===== config.mk =====
export PLATFORM = sky130hd
export DESIGN_NAME = escaped_serial_frame_decoder
export DESIGN_NICKNAME = d
export VERILOG_FILES = /design/src/design/esfd_pkg.sv /design/src/design/escaped_serial_frame_decoder.sv /design/src/design/esfd_front.sv /design/src/design/esfd_queue.sv /design/src/design/esfd_back.sv
export SDC_FILE = /design/constraint.sdc
export NUM_CORES = 1
export LEC_CHECK = 0
export BUFFER_PORTS_ARGS = -buffer_cell sky130_fd_sc_hd__buf_2
export CAP_MARGIN = 5
export CORE_UTILIZATION = 25
export CTS_BUF_LIST = sky130_fd_sc_hd__clkbuf_8
export DETAILED_ROUTE_END_ITERATION = 7
export PLACE_DENSITY = 0.5
export SLEW_MARGIN = 20
export SYNTH_ARGS = -nofsm -noshare
export SYNTH_HDL_FRONTEND = slang
export SYNTH_SLANG_ARGS = --single-unit

===== constraint.sdc =====
create_clock -name clk -period 7.51 [get_ports clk]
set_input_delay 1.502 -clock clk [delete_from_list [all_inputs] [get_ports clk]]
set_output_delay 1.502 -clock clk [all_outputs]
set_load 0.01 [all_outputs]

===== src/design/esfd_pkg.sv =====
`timescale 1ns / 1ps
`default_nettype none
// ----------------------------------------------------------------------------
// Escaped serial frame decoder package
// Shared constants, codes and types for the decoder's front end, byte queue
// and frame engine.
// ----------------------------------------------------------------------------
package esfd_pkg;

  // Framing bytes on the wire.
  localparam logic [7:0] HEADER_BYTE = 8'hE0;
  localparam logic [7:0] ESCAPE_BYTE = 8'hD0;

  // Addresses this node answers to.
  localparam logic [7:0] LOCAL_ADDR_0 = 8'h00;
  localparam logic [7:0] LOCAL_ADDR_1 = 8'h01;

  // Default depth of the queue between front end and frame engine.
  localparam int QUEUE_DEPTH = 4;

  // Frame engine phase.
  typedef enum logic [1:0] {
    PH_HEADER = 2'd0,
    PH_LENGTH = 2'd1,
    PH_BODY   = 2'd2,
    PH_CHECK  = 2'd3
  } phase_t;

  // Result kind codes.
  typedef enum logic [2:0] {
    KIND_BODY    = 3'd0,
    KIND_GOOD    = 3'd1,
    KIND_HDR_ERR = 3'd2,
    KIND_LEN_ERR = 3'd3,
    KIND_SUM_ERR = 3'd4
  } kind_t;

  // Decoded byte request from the front end into the queue.
  typedef struct packed {
    logic       push;
    logic [7:0] data;
  } byte_req_t;

endpackage
`default_nettype wire


===== src/design/escaped_serial_frame_decoder.sv =====
`timescale 1ns / 1ps
`default_nettype none
// ----------------------------------------------------------------------------
// Escaped serial frame decoder
// Decodes byte-stuffed serial frames and reports body bytes and verdicts.
// ----------------------------------------------------------------------------
// The decoder takes one raw byte per cycle while in_stall is low: the front
// end strips escape codes into a small queue (QUEUE_DEPTH bytes), and the
// frame engine consumes one decoded byte per cycle into an output register
// unless out_stall holds a result there. With nothing waiting ahead of it, a
// frame's last raw byte is written into the queue, and its result is then
// loaded into the output register. Escape codes and the header and length
// bytes of a good frame give no result. in_stall rises only when the queue
// is full, which at the default depth follows only from out_stall.
// ----------------------------------------------------------------------------
module escaped_serial_frame_decoder #(
  parameter int QUEUE_DEPTH = esfd_pkg::QUEUE_DEPTH
) (
  input  wire logic       clk,
  input  wire logic       rst,
  input  wire logic       in_valid,
  output logic            in_stall,
  input  wire logic [7:0] raw_byte,
  output logic            out_valid,
  input  wire logic       out_stall,
  output logic [2:0]      kind,
  output logic [7:0]      body_byte,
  output logic [7:0]      position,
  output logic [7:0]      address,
  output logic [7:0]      sequence_res,
  output logic [7:0]      command,
  output logic [7:0]      payload_length,
  output logic            accepted
);

  esfd_pkg::byte_req_t req;
  logic       queue_full;
  logic       q_valid;
  logic [7:0] q_data;
  logic       q_pop;

  // Unescaping front end.
  esfd_front u_front (
    .clk        (clk),
    .rst        (rst),
    .in_valid   (in_valid),
    .in_stall   (in_stall),
    .raw_byte   (raw_byte),
    .queue_full (queue_full),
    .req        (req)
  );

  // Decoded byte queue.
  esfd_queue #(
    .DEPTH (QUEUE_DEPTH)
  ) u_queue (
    .clk      (clk),
    .rst      (rst),
    .req      (req),
    .pop      (q_pop),
    .full     (queue_full),
    .rd_valid (q_valid),
    .rd_data  (q_data)
  );

  // Frame engine and output register.
  esfd_back u_back (
    .clk            (clk),
    .rst            (rst),
    .q_valid        (q_valid),
    .q_data         (q_data),
    .q_pop          (q_pop),
    .out_valid      (out_valid),
    .out_stall      (out_stall),
    .kind           (kind),
    .body_byte      (body_byte),
    .position       (position),
    .address        (address),
    .sequence_res   (sequence_res),
    .command        (command),
    .payload_length (payload_length),
    .accepted       (accepted)
  );

endmodule
`default_nettype wire


===== src/design/esfd_front.sv =====
`timescale 1ns / 1ps
`default_nettype none
// ----------------------------------------------------------------------------
// Escaped serial frame decoder front end
// Accepts raw serial bytes, drops escape codes and increments the byte that
// follows an escape, then pushes decoded bytes into the queue.
// ----------------------------------------------------------------------------
module esfd_front (
  input  wire logic               clk,
  input  wire logic               rst,
  input  wire logic               in_valid,
  output logic                    in_stall,
  input  wire logic [7:0]         raw_byte,
  input  wire logic               queue_full,
  output esfd_pkg::byte_req_t     req
);

  logic escape_pending;
  logic escape_pending_next;
  logic accept;
  logic is_escape;

  // A request is taken whenever the queue has room.
  assign in_stall  = queue_full;
  assign accept    = in_valid && !queue_full;
  assign is_escape = (raw_byte == esfd_pkg::ESCAPE_BYTE);

  // Unescape: an escape code only marks the next byte; repeated codes collapse.
  always_comb begin
    escape_pending_next = escape_pending;
    req.push = 1'b0;
    req.data = escape_pending ? raw_byte + 8'd1 : raw_byte;
    if (accept) begin
      if (is_escape) begin
        escape_pending_next = 1'b1;
      end else begin
        escape_pending_next = 1'b0;
        req.push = 1'b1;
      end
    end
  end

  // Escape flag register.
  always_ff @(posedge clk) begin
    if (rst) begin
      escape_pending <= 1'b0;
    end else begin
      escape_pending <= escape_pending_next;
    end
  end

endmodule
`default_nettype wire


===== src/design/esfd_queue.sv =====
`timescale 1ns / 1ps
`default_nettype none
// ----------------------------------------------------------------------------
// Escaped serial frame decoder byte queue
// Small first-in first-out buffer that decouples the front end from the
// frame engine so that either side can stall on its own.
// ----------------------------------------------------------------------------
module esfd_queue #(
  parameter int DEPTH = esfd_pkg::QUEUE_DEPTH
) (
  input  wire logic                clk,
  input  wire logic                rst,
  input  wire esfd_pkg::byte_req_t req,
  input  wire logic                pop,
  output logic                     full,
  output logic                     rd_valid,
  output logic [7:0]               rd_data
);

  localparam int PTR_W = (DEPTH > 1) ? $clog2(DEPTH) : 1;
  localparam int CNT_W = $clog2(DEPTH + 1);
  localparam logic [PTR_W-1:0] LAST_PTR = PTR_W'(DEPTH - 1);
  localparam logic [CNT_W-1:0] FULL_CNT = CNT_W'(DEPTH);

  logic [7:0]       mem [DEPTH];
  logic [PTR_W-1:0] wr_ptr;
  logic [PTR_W-1:0] rd_ptr;
  logic [CNT_W-1:0] count;
  logic             do_pop;

  assign full     = (count == FULL_CNT);
  assign rd_valid = (count != '0);
  assign rd_data  = mem[rd_ptr];
  assign do_pop   = pop && rd_valid;

  // Storage write.
  always_ff @(posedge clk) begin
    if (req.push) begin
      mem[wr_ptr] <= req.data;
    end
  end

  // Pointers and fill count.
  always_ff @(posedge clk) begin
    if (rst) begin
      wr_ptr <= '0;
      rd_ptr <= '0;
      count  <= '0;
    end else begin
      if (req.push) begin
        wr_ptr <= (wr_ptr == LAST_PTR) ? '0 : wr_ptr + 1'b1;
      end
      if (do_pop) begin
        rd_ptr <= (rd_ptr == LAST_PTR) ? '0 : rd_ptr + 1'b1;
      end
      if (req.push && !do_pop) begin
        count <= count + 1'b1;
      end else if (do_pop && !req.push) begin
        count <= count - 1'b1;
      end
    end
  end

endmodule
`default_nettype wire


===== src/design/esfd_back.sv =====
`timescale 1ns / 1ps
`default_nettype none
// ----------------------------------------------------------------------------
// Escaped serial frame decoder frame engine
// Walks decoded bytes through header, length, body and checksum phases and
// holds each result in an output register until it is taken.
// ----------------------------------------------------------------------------
module esfd_back (
  input  wire logic       clk,
  input  wire logic       rst,
  input  wire logic       q_valid,
  input  wire logic [7:0] q_data,
  output logic            q_pop,
  output logic            out_valid,
  input  wire logic       out_stall,
  output logic [2:0]      kind,
  output logic [7:0]      body_byte,
  output logic [7:0]      position,
  output logic [7:0]      address,
  output logic [7:0]      sequence_res,
  output logic [7:0]      command,
  output logic [7:0]      payload_length,
  output logic            accepted
);

  esfd_pkg::phase_t phase;
  esfd_pkg::phase_t phase_next;
  logic [7:0] running_sum;
  logic [7:0] running_sum_next;
  logic [7:0] frame_length;
  logic [7:0] frame_length_next;
  logic [7:0] body_count;
  logic [7:0] body_count_next;
  logic [7:0] held_address;
  logic [7:0] held_address_next;
  logic [7:0] held_sequence;
  logic [7:0] held_sequence_next;
  logic [7:0] held_command;
  logic [7:0] held_command_next;
  logic [7:0] held_payload_length;
  logic [7:0] held_payload_length_next;

  logic            res_valid;
  esfd_pkg::kind_t res_kind;
  logic [7:0]      res_body_byte;
  logic [7:0]      res_position;
  logic [7:0]      res_address;
  logic [7:0]      res_sequence;
  logic [7:0]      res_command;
  logic [7:0]      res_payload_length;
  logic            res_accepted;
  logic [7:0]      count_inc;

  // A byte is taken when the output register is free or drains this cycle.
  assign q_pop     = q_valid && (!out_valid || !out_stall);
  assign count_inc = body_count + 8'd1;

  // Next state and result for the byte at the head of the queue.
  always_comb begin
    phase_next               = phase;
    running_sum_next         = running_sum;
    frame_length_next        = frame_length;
    body_count_next          = body_count;
    held_address_next        = held_address;
    held_sequence_next       = held_sequence;
    held_command_next        = held_command;
    held_payload_length_next = held_payload_length;
    res_valid          = 1'b0;
    res_kind           = esfd_pkg::KIND_BODY;
    res_body_byte      = '0;
    res_position       = '0;
    res_address        = '0;
    res_sequence       = '0;
    res_command        = '0;
    res_payload_length = '0;
    res_accepted       = 1'b0;
    if (q_pop) begin
      unique case (phase)
        esfd_pkg::PH_HEADER: begin
          if (q_data != esfd_pkg::HEADER_BYTE) begin
            res_valid = 1'b1;
            res_kind  = esfd_pkg::KIND_HDR_ERR;
          end else begin
            phase_next = esfd_pkg::PH_LENGTH;
          end
        end
        esfd_pkg::PH_LENGTH: begin
          if (q_data == 8'd0) begin
            phase_next = esfd_pkg::PH_HEADER;
            res_valid  = 1'b1;
            res_kind   = esfd_pkg::KIND_LEN_ERR;
          end else begin
            frame_length_next        = q_data;
            running_sum_next         = q_data;
            body_count_next          = '0;
            held_address_next        = '0;
            held_sequence_next       = '0;
            held_command_next        = '0;
            held_payload_length_next = '0;
            phase_next = (q_data == 8'd1) ? esfd_pkg::PH_CHECK : esfd_pkg::PH_BODY;
          end
        end
        esfd_pkg::PH_BODY: begin
          body_count_next  = count_inc;
          running_sum_next = running_sum + q_data;
          case (count_inc)
            8'd1:    held_address_next        = q_data;
            8'd2:    held_sequence_next       = q_data;
            8'd3:    held_command_next        = q_data;
            8'd4:    held_payload_length_next = q_data;
            default: ;
          endcase
          // Last body byte once position + 1 reaches the frame length.
          if ({1'b0, count_inc} + 9'd1 >= {1'b0, frame_length}) begin
            phase_next = esfd_pkg::PH_CHECK;
          end
          res_valid     = 1'b1;
          res_kind      = esfd_pkg::KIND_BODY;
          res_body_byte = q_data;
          res_position  = count_inc;
        end
        esfd_pkg::PH_CHECK: begin
          phase_next         = esfd_pkg::PH_HEADER;
          res_valid          = 1'b1;
          res_address        = held_address;
          res_sequence       = held_sequence;
          res_command        = held_command;
          res_payload_length = held_payload_length;
          if (q_data == running_sum) begin
            res_kind     = esfd_pkg::KIND_GOOD;
            res_accepted = (held_address == esfd_pkg::LOCAL_ADDR_0) ||
                           (held_address == esfd_pkg::LOCAL_ADDR_1);
          end else begin
            res_kind = esfd_pkg::KIND_SUM_ERR;
          end
        end
        default: ;
      endcase
    end
  end

  // Frame state registers.
  always_ff @(posedge clk) begin
    if (rst) begin
      phase               <= esfd_pkg::PH_HEADER;
      running_sum         <= '0;
      frame_length        <= '0;
      body_count          <= '0;
      held_address        <= '0;
      held_sequence       <= '0;
      held_command        <= '0;
      held_payload_length <= '0;
    end else begin
      phase               <= phase_next;
      running_sum         <= running_sum_next;
      frame_length        <= frame_length_next;
      body_count          <= body_count_next;
      held_address        <= held_address_next;
      held_sequence       <= held_sequence_next;
      held_command        <= held_command_next;
      held_payload_length <= held_payload_length_next;
    end
  end

  // Output register valid flag.
  always_ff @(posedge clk) begin
    if (rst) begin
      out_valid <= 1'b0;
    end else if (res_valid) begin
      out_valid <= 1'b1;
    end else if (!out_stall) begin
      out_valid <= 1'b0;
    end
  end

  // Output register payload; it loads only when the register is free or drains this cycle.
  always_ff @(posedge clk) begin
    if (res_valid) begin
      kind           <= res_kind;
      body_byte      <= res_body_byte;
      position       <= res_position;
      address        <= res_address;
      sequence_res   <= res_sequence;
      command        <= res_command;
      payload_length <= res_payload_length;
      accepted       <= res_accepted;
    end
  end

endmodule
`default_nettype wire

# [Yosys cells after proc, flatten, opt, wreduce, memory -nomap -nowiden]
# Memories as Yosys holds them, arrays and structs flattened. A register that Yosys moved wholly into a read port is not among the register bits.
# Cells that the tools add are included.
[totals] word_cells=123 ram_bits=32 n_memories=1 input_bits=12 regBits=119
[memory_table] name="u_queue.mem" words=4 width=8 rd=1 rd_ports_with_merged_regs=1 wr=1 line_no="esfd_queue.sv:25" source="logic [7:0] mem [DEPTH];"
[op_classes] n_addsub=8 n_eq_ne=23 n_reduce_logical=29 muxes=39 magnitude_cmp=1 bitwise_logic=1
[op_table] op="$pmux W8 S2" n=6
[op_table] op="$mux W8" n=7
[op_table] op="$eq A8 B1 Y1 const B" n=3
[op_table] op="$mux W2" n=9
[op_table] op="$add A8 B1 Y8 const B" n=2
[op_table] op="$eq A8 B2 Y1 const B" n=2
[op_table] op="$logic_not A8 Y1" n=2
[op_table] op="$reduce_and A4 Y1" n=4
[op_table] op="$ne A2 B2 Y1 const B" n=6
[op_table] op="$pmux W3 S4" n=1
[op_table] op="$reduce_and A3 Y1" n=4
[op_table] op="$mux W1" n=11
[op_table] op="$add A8 B1 Y9 const B" n=1
[op_table] op="$ge A9 B8 Y1" n=1
[op_table] op="$mux W3" n=3
[op_table] op="$add A8 B8 Y8" n=1
[op_table] op="$eq A2 B2 Y1 const B" n=4
[op_table] op="$eq A8 B3 Y1 const B" n=1
[op_table] op="$eq A8 B8 Y1" n=1
[op_table] op="$eq A8 B8 Y1 const B" n=1
[op_table] op="$ne A8 B8 Y1 const B" n=1
[op_table] op="$pmux W2 S4" n=1
[op_table] op="$logic_and A1 B1 Y1" n=5
[op_table] op="$logic_not A1 Y1" n=5
[op_table] op="14 further kinds" n=19

# [Depth between registers and ports, before layout]
# Gate-level depths: netlist of the first run.
[logic_depth] ltp_word=8 depth_mapped=14

# [Cells and area by module]
# From an unflattened synthesis of the first run, not the netlist that was laid out.
[hier_totals] hier_cells=626 hier_area_um2=7179.4
[by_module_without_submodules] mod="esfd_back" n_inst=1 seq_area_each_um2=2742.6 area_per_inst_um2=5322.6 cells_each=507
[by_module_without_submodules] mod="esfd_queue" n_inst=1 seq_area_each_um2=1141.1 area_per_inst_um2=1615.3 cells_each=86
[by_module_without_submodules] mod="esfd_front" n_inst=1 seq_area_each_um2=20.0 area_per_inst_um2=241.5 cells_each=33

# [Least setup slack after synthesis of the first run]
# OpenSTA, ideal clock, no wires.
[synth_path] path_type="in2reg" startpoint="in out_stall" endpoint="reg u_back.accepted (enable)" setup_slack_ps=3668 path_buffers=1 required_time_ps=7104 arrival_time_ps=3436 stages=7 path_cell_list="nand2_1 -> o31a_1 -> clkbuf_1 -> nand2_1 -> a21oi_1 -> nor2_1 -> inv_1"
[synth_between] elab_chain_len=4
[synth_lines] element="start, declared" line_no="escaped_serial_frame_decoder.sv:25" source="input wire logic out_stall,"
[synth_lines] element="$logic_not A1 Y1" line_no="esfd_back.sv:55" source="assign q_pop = q_valid && (!out_valid || !out_stall);"
[synth_lines] element="$logic_or A1 B1 Y1" line_no="esfd_back.sv:55"
[synth_lines] element="$logic_and A1 B1 Y1" line_no="esfd_back.sv:55"
[synth_lines] element="$mux W1" line_no="esfd_back.sv:77" source="if (q_pop) begin"
[synth_lines] element="net u_back.res_valid" line_no="esfd_back.sv:43" source="logic res_valid;"
[synth_lines] element="end signal, assigned" line_no="esfd_back.sv:186" source="accepted <= res_accepted;"
[synth_lines] element="end, declared" line_no="esfd_back.sv:23" source="output logic accepted"
# The timed path passes the listed nets, and every way through them passes these cells.
# A chain may end at the register's enable or synchronous reset.

==> results of run 1 <==
==> metrics by stage <==
stage	power, uW	worst slack [ps]	hold WS (ps)
final	2514	3759	471.3
after global routing	2675	3435	490.8
after CTS	2559	3778	478.5
after detailed placement	1912	3353	455.8
after global placement	1906	3414	454.8
after floorplan	1633	3668	440.0
==> logic make-up after synthesis <==
| family | share of synthesized area (%) |
|---|---|
| flip-flops | 54.42 |
| multiplexers | 8.093 |
| AO/OA/AOI/OAI | 8.582 |
| buffers and inverters | 3.053 |
| adder cells (fa/ha/maj) | 5.965 |
| XOR/XNOR | 3.419 |
| AND/OR/NAND/NOR | 16.47 |
==> worst max-delay path by stage <==
stage | from | endpoint | slack (ps) | depth (start not counted)
after CTS | flop | u_back.payload_length[2] | 3780 | 7
after global placement | out_stall | u_back.sequence_res[4] | 3410 | 8
after detailed placement | out_stall | u_back.payload_length[4] | 3350 | 8
final | flop | u_back.body_byte[2] | 3760 | 7
after floorplan | out_stall | u_back.accepted | 3670 | 7
after global routing | flop | u_back.payload_length[2] | 3440 | 7
==> where the power goes <==
part / total (uW) / internal, uW / switching (uW)
logic: 694 / 234 / 461
clock network: 644 / 304 / 340
registers: 1180 / 1100 / 73.6
total: 2510 / 1640 / 875
==> cells in the mapped netlist, types with 3 or more instances <==
cell,number,area share [%]
sky130_fd_sc_hd__clkbuf_1,21,1.1
sky130_fd_sc_hd__o21ai_1,3,0.21
sky130_fd_sc_hd__mux4_2,8,2.5
sky130_fd_sc_hd__nand3_2,3,0.42
sky130_fd_sc_hd__nand3b_1,3,0.31
sky130_fd_sc_hd__edfxtp_1,84,35
sky130_fd_sc_hd__o21a_1,4,0.42
sky130_fd_sc_hd__and3_1,45,3.9
sky130_fd_sc_hd__nor2_1,75,3.9
sky130_fd_sc_hd__and4b_1,4,0.56
sky130_fd_sc_hd__nand4_1,7,0.61
sky130_fd_sc_hd__nand3_1,7,0.49
sky130_fd_sc_hd__nor3_1,14,0.98
sky130_fd_sc_hd__nor2b_1,3,0.26
sky130_fd_sc_hd__a21oi_4,3,0.68
sky130_fd_sc_hd__mux2i_1,40,5.6
sky130_fd_sc_hd__inv_1,25,1.3
sky130_fd_sc_hd__dfxtp_1,69,19
sky130_fd_sc_hd__nor4_4,3,0.89
sky130_fd_sc_hd__xnor2_1,20,2.4
sky130_fd_sc_hd__o21ai_0,8,0.56
sky130_fd_sc_hd__a22oi_1,3,0.31
sky130_fd_sc_hd__nand2_1,26,1.4
sky130_fd_sc_hd__and2_1,12,1.0
sky130_fd_sc_hd__a21oi_1,24,1.7
sky130_fd_sc_hd__ha_1,31,5.4
sky130_fd_sc_hd__buf_2,4,0.28
sky130_fd_sc_hd__a22o_1,8,0.98
sky130_fd_sc_hd__a211oi_1,7,0.73
sky130_fd_sc_hd__nor4_1,3,0.26
sky130_fd_sc_hd__or3_1,3,0.26
sky130_fd_sc_hd__xor2_1,8,0.98
sky130_fd_sc_hd__a31oi_1,3,0.26
==> layout make-up <==
type / instances / area [um2]
fill: 2917 / 19730
sequential: 153 / 3904
multi-input combinational: 408 / 3050
tap: 378 / 473.0
timing repair buffer: 69 / 355.3
clock buffer: 17 / 234.0
clock inverter: 15 / 168.9
inverter: 26 / 98.84
==> worst max-delay path: cells and delay by family (launching register included) <==
| kind | cells | cell delay (ps) |
|---|---|---|
| buf+inv | 1 | 730 |
| flops | 1 | 680 |
| mux | 1 | 710 |
| simple gates | 3 | 740 |
| compound gates | 2 | 350 |
==> per-layer routing <==
| layer | up-vias | GRT usage, % |
|---|---|---|
| met5 | - | 0 |
| met2 | 80 | 18.93 |
| met1 | 2239 | 13.91 |
| met3 | 18 | 2.531 |
| met4 | 0 | 3.960 |
| li1 | 2358 | - |
==> results.py, run 1 <==
metrics = {
    "sta": {
        "slew_violations": 0,
        "timing.setup.tns_ps": 0,
        "maxSlewHeadroom_pct": 32.42,
        "finClkSkew_ps": 10.49,
        "final_period_minus_worst_setup_slack_ps": 3751,
        "finalSetupViolations": 0,
        "final_hold_viol_count": 0,
        "post-route-period-util_pct": 49.95,
        "unrepaired_setup_endpoints_after_global_routing": "no",
        "actual_slew_at_the_worst_max_slew_pin_ps": 1014,
        "fmaxAchievable_mhz": 266.6,
    },
    "clock_tree": {
        "clock_tree.root_cell": "sky130_fd_sc_hd__clkbuf_8",
        "cts_tree": "yes",
        "clkSlewWorstSetupHoldPaths_ps": 80,
        "cts_sinks": 153,
        "holdBufCountCts": 0,
        "tritoncts.num_buffers": 17,
        "cts-resized-gates": 0,
        "ctsHtreeMaxLevel": 4,
        "cts_setup_buffers": 0,
        "worstSkewPairLatency_ps": 450,
        "max-clock-path-buffers": 2,
    },
    "grt": {
        "first_global_vias": 4601,
        "grt_remaining_overflow": 0,
        "grt_pass1_wl_um": 24970,
        "grt_max_degree": 62,
        "antenna_found_initial": 0,
        "globalRouteTotalUtil_pct": 11.19,
    },
    "place": {
        "dp.cells": 1034,
        "detail_placement_hpwl_um": 10730,
        "placedInstanceArea_mm2": 0.007880,
        "place.port_buffers": 65,
        "place.gp.congestion": 0.7617,
    },
    "drt": {
        "detailroute.via_count": 4695,
        "wl_met3_um": 507,
        "wire_length_on_met2_um": 7537,
        "initialDrtViolationCount": 356,
        "routed_metal_1_wirelength_um": 7277,
        "dr.max_layer_used": "met4",
        "drt_pre_antenna_iters": 4,
        "drcViolationCount": 0,
        "wirelength_per_cell_um": 14.60,
        "finalWirelength_um": 15570,
        "post_drt_via_cell_ratio": 4.404,
        "drtAntennaViolNets": 0,
    },
    "logic_synthesis": {
        "synth_sequential_area_ratio_pct": 54.42,
        "synth-seq-cells": 153,
        "synth_flop_cell": "sky130_fd_sc_hd__edfxtp_1",
        "post_synth_instance_area_mm2": 0.007173,
        "synth_edf_count": 84,
        "synthesis.nets": 660,
        "synth_area_per_cell_um2": 11.66,
        "synth_cell_types": 63,
        "ys.warnings.count": 0,
        "synthArstFlopShare_pct": 0,
        "syn-instance-count": 615,
    },
    "cells_and_area": {
        "layout.cells.most_common": "sky130_fd_sc_hd__edfxtp_1",
        "top_register": "u_queue.mem",
        "instances_no_fill": 1066,
        "final_nets": 720,
        "max_ffs_per_register": 32,
        "layout-drive-gt1-share_pct": 19.04,
        "final_instance_area_mm2": 0.008284,
        "final_cell_mix": "84 x sky130_fd_sc_hd__edfxtp_1, 75 x sky130_fd_sc_hd__nor2_1, 69 x sky130_fd_sc_hd__dfxtp_1, 65 x sky130_fd_sc_hd__buf_2, 45 x sky130_fd_sc_hd__and3_1",
        "flow.area_growth_from_synthesis_pct": 15.49,
        "antenna-diode-count": 0,
        "final_util_pct": 29.58,
    },
    "setup_path": {
        "timing.critical_path.slowest_cell_delay_ps": 730,
        "required_ps": 7440,
        "timing.critical_path.slowest_stage_cell": "sky130_fd_sc_hd__clkinv_2",
        "worstRegToRegCells": 7,
        "reg2reg_setup_slack_ps": 3760,
        "sort_of_element_at_the_end_of_the_critical_path": "flop",
        "largest_fanout_on_the_critical_path": 52,
        "worstReg2RegEnd": "u_back.body_byte[2]",
        "critPathKind": "reg2reg",
        "startpoint_type": "flop",
        "arrival_time_of_the_worst_setup_path_ps": 3680,
        "timing.critical_path.cells": "mux4_2, nor4_4, a21bo_1, o21a_1, nor2_2, nor2_1, clkinv_2",
    },
    "floorplan": {
        "die_h_um": 171.4,
        "fp.coreArea_mm2": 0.02801,
        "core.rowCount": 61,
        "pin_count": 66,
        "floorplan.initialDensity_pct": 25.61,
        "die_area_mm2": 0.02937,
        "die_w_um": 171.4,
    },
    "min_path": {
        "hold-path-cell-count": 2,
        "hold_end": "u_back.frame_length[0]",
        "hold_path_startpoint": "u_back.frame_length[0]",
        "hold_path.class": "reg2reg",
    },
    "power_and_ir_drop": {
        "power_density_mw_per_mm2": 303.5,
        "power.leakage_uw": 0.003176,
        "peakVddDrop_mv": 0.1655,
    },
    "status": {
        "run_status": "complete, no violations",
    },
    "run": {
        "timing.max_cap.violations": 0,
    },
}
(Power assumes the default switching activity.)
==> run 2: changes to the inputs <==
--- a/config.mk
+++ b/config.mk
@@ -10,7 +10,7 @@
 export CORE_UTILIZATION = 25
 export CTS_BUF_LIST = sky130_fd_sc_hd__clkbuf_8
 export DETAILED_ROUTE_END_ITERATION = 7
-export PLACE_DENSITY = 0.5
+export PLACE_DENSITY = 0.52
 export SLEW_MARGIN = 20
 export SYNTH_ARGS = -nofsm -noshare
 export SYNTH_HDL_FRONTEND = slang
==> constraint.sdc (replaced) <==
create_clock -name clk -period 3.15 [get_ports clk]
set_input_delay 0.63 -clock clk [delete_from_list [all_inputs] [get_ports clk]]
set_output_delay 0.63 -clock clk [all_outputs]
set_load 0.01 [all_outputs]
==> results.py, run 2 (synthesis results as in run 1) <==
metrics = {
    "sta": {
        "maxSlewHeadroom_pct": 35.12,
        "fmaxAchievable_mhz": 339.4,
        "final_period_minus_worst_setup_slack_ps": 2946,
        "finClkSkew_ps": 15.22,
        "post-route-period-util_pct": 93.53,
        "slew_violations": 0,
        "unrepaired_setup_endpoints_after_global_routing": "no",
        "finalSetupViolations": 0,
        "timing.setup.tns_ps": 0,
        "final_hold_viol_count": 0,
        "worst_slack_ps": 203.7,
        "actual_slew_at_the_worst_max_slew_pin_ps": 970.2,
    },
    "floorplan": {
        "floorplan.initialDensity_pct": 25.61,
        "fp.coreArea_mm2": 0.02801,
        "die_area_mm2": 0.02937,
        "die_w_um": 171.4,
        "die_h_um": 171.4,
        "core.rowCount": 61,
        "pin_count": 66,
    },
    "drt": {
        "drcViolationCount": 0,
        "finalWirelength_um": 16180,
        "post_drt_via_cell_ratio": 4.410,
        "initialDrtViolationCount": 386,
        "wirelength_per_cell_um": 14.74,
        "drt_pre_antenna_iters": 4,
        "drtAntennaViolNets": 0,
        "detailroute.via_count": 4838,
    },
    "grt": {
        "first_global_vias": 4759,
        "grt_pass1_wl_um": 26430,
        "globalRouteTotalUtil_pct": 11.78,
        "grt_remaining_overflow": 0,
        "grt_max_degree": 36,
        "antenna_found_initial": 0,
    },
    "cells_and_area": {
        "top_register": "u_queue.mem",
        "instances_no_fill": 1097,
        "final_instance_area_mm2": 0.008542,
        "final_cell_mix": "84 x sky130_fd_sc_hd__edfxtp_1, 74 x sky130_fd_sc_hd__nor2_1, 68 x sky130_fd_sc_hd__dfxtp_1, 65 x sky130_fd_sc_hd__buf_2, 45 x sky130_fd_sc_hd__and3_1",
        "max_ffs_per_register": 32,
        "antenna-diode-count": 0,
        "final_util_pct": 30.50,
        "flow.area_growth_from_synthesis_pct": 19.08,
        "layout.cells.most_common": "sky130_fd_sc_hd__edfxtp_1",
        "final_nets": 751,
        "layout-drive-gt1-share_pct": 23.09,
    },
    "setup_path": {
        "arrival_time_of_the_worst_setup_path_ps": 3360,
        "critPathKind": "reg2reg",
        "largest_fanout_on_the_critical_path": 10,
        "worst_path_dominant_cell_family": "compound AO/OA/AOI/OAI gates",
        "required_ps": 3560,
        "timing.critical_path.buf_inv": 0,
        "timing.critical_path.slowest_cell_delay_ps": 560,
        "sort_of_element_at_the_end_of_the_critical_path": "flop",
        "startpoint_type": "flop",
        "timing.critical_path.slowest_stage_cell": "sky130_fd_sc_hd__dfxtp_1",
        "timing.critical_path.cells": "nand3_1, o21a_1, nor2_1, xnor2_1, ha_1, a21o_1, a211o_1, or3_1, a31oi_1, o21ba_1",
    },
    "place": {
        "place.port_buffers": 65,
        "dpl_worst_slack_ps": 106.8,
        "detail_placement_hpwl_um": 11400,
        "place.gp.congestion": 0.8040,
        "placedInstanceArea_mm2": 0.008117,
        "dp.cells": 1063,
    },
    "status": {
        "run_status": "complete, no violations",
    },
    "clock_tree": {
        "max-clock-path-buffers": 2,
        "worstSkewPairLatency_ps": 460,
        "clkSlewWorstSetupHoldPaths_ps": 90,
        "clock_tree.root_cell": "sky130_fd_sc_hd__clkbuf_8",
        "tritoncts.num_buffers": 17,
        "cts_tree": "yes",
        "ctsHtreeMaxLevel": 4,
        "cts_sinks": 153,
    },
    "power_and_ir_drop": {
        "power_density_mw_per_mm2": 723.6,
        "peakVddDrop_mv": 0.2953,
        "power.leakage_uw": 0.003330,
    },
    "min_path": {
        "hold_path.class": "reg2reg",
    },
    "run": {
        "timing.max_cap.violations": 0,
    },
}
run 2: final timing paths:
path | from | to | slack (ps) | depth (start not counted)
worst min-delay path | u_back.frame_length[0] | u_back.frame_length[0] | 480 | 2
worst max-delay path | u_back.body_count[3] | u_back.phase[0] | 200 | 10
worst max register to register | u_back.body_count[3] | u_back.phase[0] | 200 | 10
worst min register to register | u_back.frame_length[0] | u_back.frame_length[0] | 480 | 2
run 2: through the flow:
step | power [uW] | hold slack [ps]
finish | 6181 | 478.2
global route | 6565 | 487.5
CTS | 6232 | 466.7
detailed placement | 4764 | 459.2
global placement | 4756 | 453.4
floorplan | 3904 | 440.0
run 2: worst register-to-register path: stages (launching register included):
cell	delay [ps]
sky130_fd_sc_hd__dfxtp_1	560
sky130_fd_sc_hd__nand3_1	190
sky130_fd_sc_hd__o21a_1	260
sky130_fd_sc_hd__nor2_1	360
sky130_fd_sc_hd__xnor2_1	180
sky130_fd_sc_hd__ha_1	260
sky130_fd_sc_hd__a21o_1	160
sky130_fd_sc_hd__a211o_1	290
sky130_fd_sc_hd__or3_1	330
sky130_fd_sc_hd__a31oi_1	170
sky130_fd_sc_hd__o21ba_1	140
run 2: report_power, final:
part           switching (uW)  leakage, uW  internal (uW)
Sequential                130      0.00138           2610
Clock                     818     0.000188            641
Combinational            1220      0.00177            764
Total                    2170      0.00333           4020
run 2: area by class of cell:
class                   count  area (um2)
clock buffers              17       234.0
clock inverters            15       142.6
fillers                  2890       19470
inverters                  26       101.3
multi-input cells         408        3073
flip-flops and latches    153        3905
well taps                 378       473.0
repair buffers            100       613.1
run 2: what timing repair did:
item | 4_1_cts | 5_1_grt
endpoints found under the hold margin | 0 | 0
resized for setup | 0 | 4
buffers inserted | 0 | 2
endpoints found under the setup margin | 0 | 4
hold buffers | 0 | 0
run 2: routing by layer:
| layer | part of all wire [%] | GRT usage [%] | wire length, um |
|---|---|---|---|
| met1 | 47 | 15.48 | 7670 |
| met2 | 48 | 19.12 | 7716 |
| met3 | 3.6 | 2.439 | 587 |
| met4 | 1.2 | 4.115 | 201 |
| met5 | 0 | 0 | 0 |
==> run 3: changes to the inputs <==
--- a/config.mk
+++ b/config.mk
@@ -5,12 +5,12 @@
 export SDC_FILE = /design/constraint.sdc
 export NUM_CORES = 1
 export LEC_CHECK = 0
-export BUFFER_PORTS_ARGS = -buffer_cell sky130_fd_sc_hd__buf_2
 export CAP_MARGIN = 5
 export CORE_UTILIZATION = 25
 export CTS_BUF_LIST = sky130_fd_sc_hd__clkbuf_8
 export DETAILED_ROUTE_END_ITERATION = 7
-export PLACE_DENSITY = 0.52
+export DONT_BUFFER_PORTS = 1
+export PLACE_DENSITY = 0.5
 export SLEW_MARGIN = 20
 export SYNTH_ARGS = -nofsm -noshare
 export SYNTH_HDL_FRONTEND = slang
==> results.py, run 3 (synthesis results as in run 1) <==
metrics = {
    "sta": {
        "finalSetupViolations": 0,
        "maxSlewHeadroom_pct": 46.19,
        "fmaxAchievable_mhz": 340.3,
        "finClkSkew_ps": 16.71,
        "timing.setup.tns_ps": 0,
        "final_hold_viol_count": 0,
        "unrepaired_setup_endpoints_after_global_routing": "no",
        "actual_slew_at_the_worst_max_slew_pin_ps": 786.8,
        "final_period_minus_worst_setup_slack_ps": 2939,
        "slew_violations": 0,
        "worst_slack_ps": 211.0,
        "post-route-period-util_pct": 93.30,
    },
    "clock_tree": {
        "clkSlewWorstSetupHoldPaths_ps": 80,
        "clock_tree.root_cell": "sky130_fd_sc_hd__clkbuf_8",
        "cts_tree": "yes",
        "ctsHtreeMaxLevel": 4,
        "worstSkewPairLatency_ps": 450,
        "holdBufCountCts": 0,
        "max-clock-path-buffers": 2,
        "cts-resized-gates": 0,
        "cts_setup_buffers": 0,
        "cts_sinks": 153,
        "tritoncts.num_buffers": 17,
    },
    "min_path": {
        "hold_path_startpoint": "rst",
        "hold_path.class": "in2reg",
    },
    "setup_path": {
        "largest_fanout_on_the_critical_path": 8,
        "timing.critical_path.slowest_stage_cell": "sky130_fd_sc_hd__dfxtp_2",
        "setup.worst_path.start": "u_back.body_count[0]",
        "required_ps": 3550,
        "critPathKind": "reg2reg",
        "sort_of_element_at_the_end_of_the_critical_path": "flop",
        "reg2reg_setup_slack_ps": 210,
        "arrival_time_of_the_worst_setup_path_ps": 3330,
        "critical-path-top-cell-by-count": "sky130_fd_sc_hd__ha_1",
        "timing.critical_path.cells": "ha_1, buf_4, nor4_1, o21ai_1, a21oi_1, xnor2_1, ha_1, a21o_1, a211o_1, or3_1, a31oi_1, o21ba_1",
        "startpoint_type": "flop",
        "timing.critical_path.slowest_cell_delay_ps": 350,
        "crit-reg2reg-launch": "u_back.body_count[0]",
    },
    "run": {
        "timing.max_cap.violations": 0,
    },
    "place": {
        "detail_placement_hpwl_um": 11290,
        "place.port_buffers": 0,
        "dpl_worst_slack_ps": 227.8,
        "placedInstanceArea_mm2": 0.007792,
        "place.gp.congestion": 0.8484,
    },
    "cells_and_area": {
        "final_instance_area_mm2": 0.008150,
        "max_ffs_per_register": 32,
        "top_register": "u_queue.mem",
        "final_cell_mix": "84 x sky130_fd_sc_hd__edfxtp_1, 74 x sky130_fd_sc_hd__nor2_1, 66 x sky130_fd_sc_hd__dfxtp_1, 45 x sky130_fd_sc_hd__and3_1, 40 x sky130_fd_sc_hd__mux2i_1",
        "final_util_pct": 29.10,
        "final_nets": 684,
        "layout.cells.most_common": "sky130_fd_sc_hd__edfxtp_1",
        "layout-drive-gt1-share_pct": 14.88,
        "fillCellCount": 2872,
        "flow.area_growth_from_synthesis_pct": 13.62,
        "antenna-diode-count": 0,
    },
    "grt": {
        "globalRouteTotalUtil_pct": 11.62,
        "first_global_vias": 4530,
        "antenna_found_initial": 0,
        "grt_max_degree": 62,
        "grt_remaining_overflow": 0,
        "grt_pass1_wl_um": 25770,
    },
    "drt": {
        "finalWirelength_um": 15820,
        "detailroute.via_count": 4487,
        "post_drt_via_cell_ratio": 4.356,
        "wirelength_per_cell_um": 15.36,
        "drt_pre_antenna_iters": 4,
        "drtAntennaViolNets": 0,
        "initialDrtViolationCount": 341,
        "drcViolationCount": 0,
    },
    "status": {
        "run_status": "complete, no violations",
    },
    "floorplan": {
        "die_area_mm2": 0.02937,
        "die_h_um": 171.4,
        "die_w_um": 171.4,
        "pin_count": 66,
        "fp.coreArea_mm2": 0.02801,
        "core.rowCount": 61,
        "floorplan.initialDensity_pct": 25.61,
    },
    "power_and_ir_drop": {
        "power_density_mw_per_mm2": 705.4,
        "peakVddDrop_mv": 0.2869,
        "power.leakage_uw": 0.003020,
    },
}
run 3: worst max-delay path, delay by kind of cell, from the launching register on:
family,cells,cell delay (ps)
buffers and inverters,1,170
adders and majority gates,2,500
xor gates and xnor gates,1,160
and+or+nand+nor,2,600
DFF,1,350
AOI/OAI and AO/OA,6,1100
run 3: path summary, 6_finish.rpt:
| kind | depth (start not counted) | end |
|---|---|---|
| hold / removal | 1 | u_back.held_sequence[0] |
| setup / recovery | 12 | u_back.phase[0] |
| hold reg to reg | 1 | u_back.body_count[0] |
| setup reg to reg | 12 | u_back.phase[0] |
run 3: report_power, final:
| part | switching, uW | internal [uW] |
|---|---|---|
| registers | 343 | 2640 |
| logic | 913 | 509 |
| clock network | 739 | 610 |
run 3: layout make-up:
type / instances / area (um2) / share of cell area, %
Multi-Input combinational cell: 408 / 3059 / 37.53
Inverter: 26 / 101.3 / 1.243
Tap cell: 378 / 473.0 / 5.803
Clock inverter: 15 / 115.1 / 1.412
Timing Repair Buffer: 33 / 260.3 / 3.193
Clock buffer: 17 / 234.0 / 2.871
Sequential cell: 153 / 3908 / 47.94
run 3: per-stage QoR:
step | cells | hold WS (ps) | total power [uW]
4_1_cts | 1030 | 217.1 | 5861
5_1_grt | 1030 | 205.1 | 6122
3_3_place_gp | 998 | 455.7 | 4484
2_1_floorplan | 615 | 440.0 | 3904
6_report | 1030 | 248.2 | 5750
3_5_place_dp | 998 | 465.1 | 4501
run 3: metal layers:
layer / vias up / track usage [%] / part of all wire (%)
met5: - / 0 / 0
met4: 0 / 3.921 / 1.2
met3: 16 / 2.738 / 2.7
met2: 70 / 19.03 / 47
met1: 2113 / 14.95 / 49
li1: 2288 / - / -
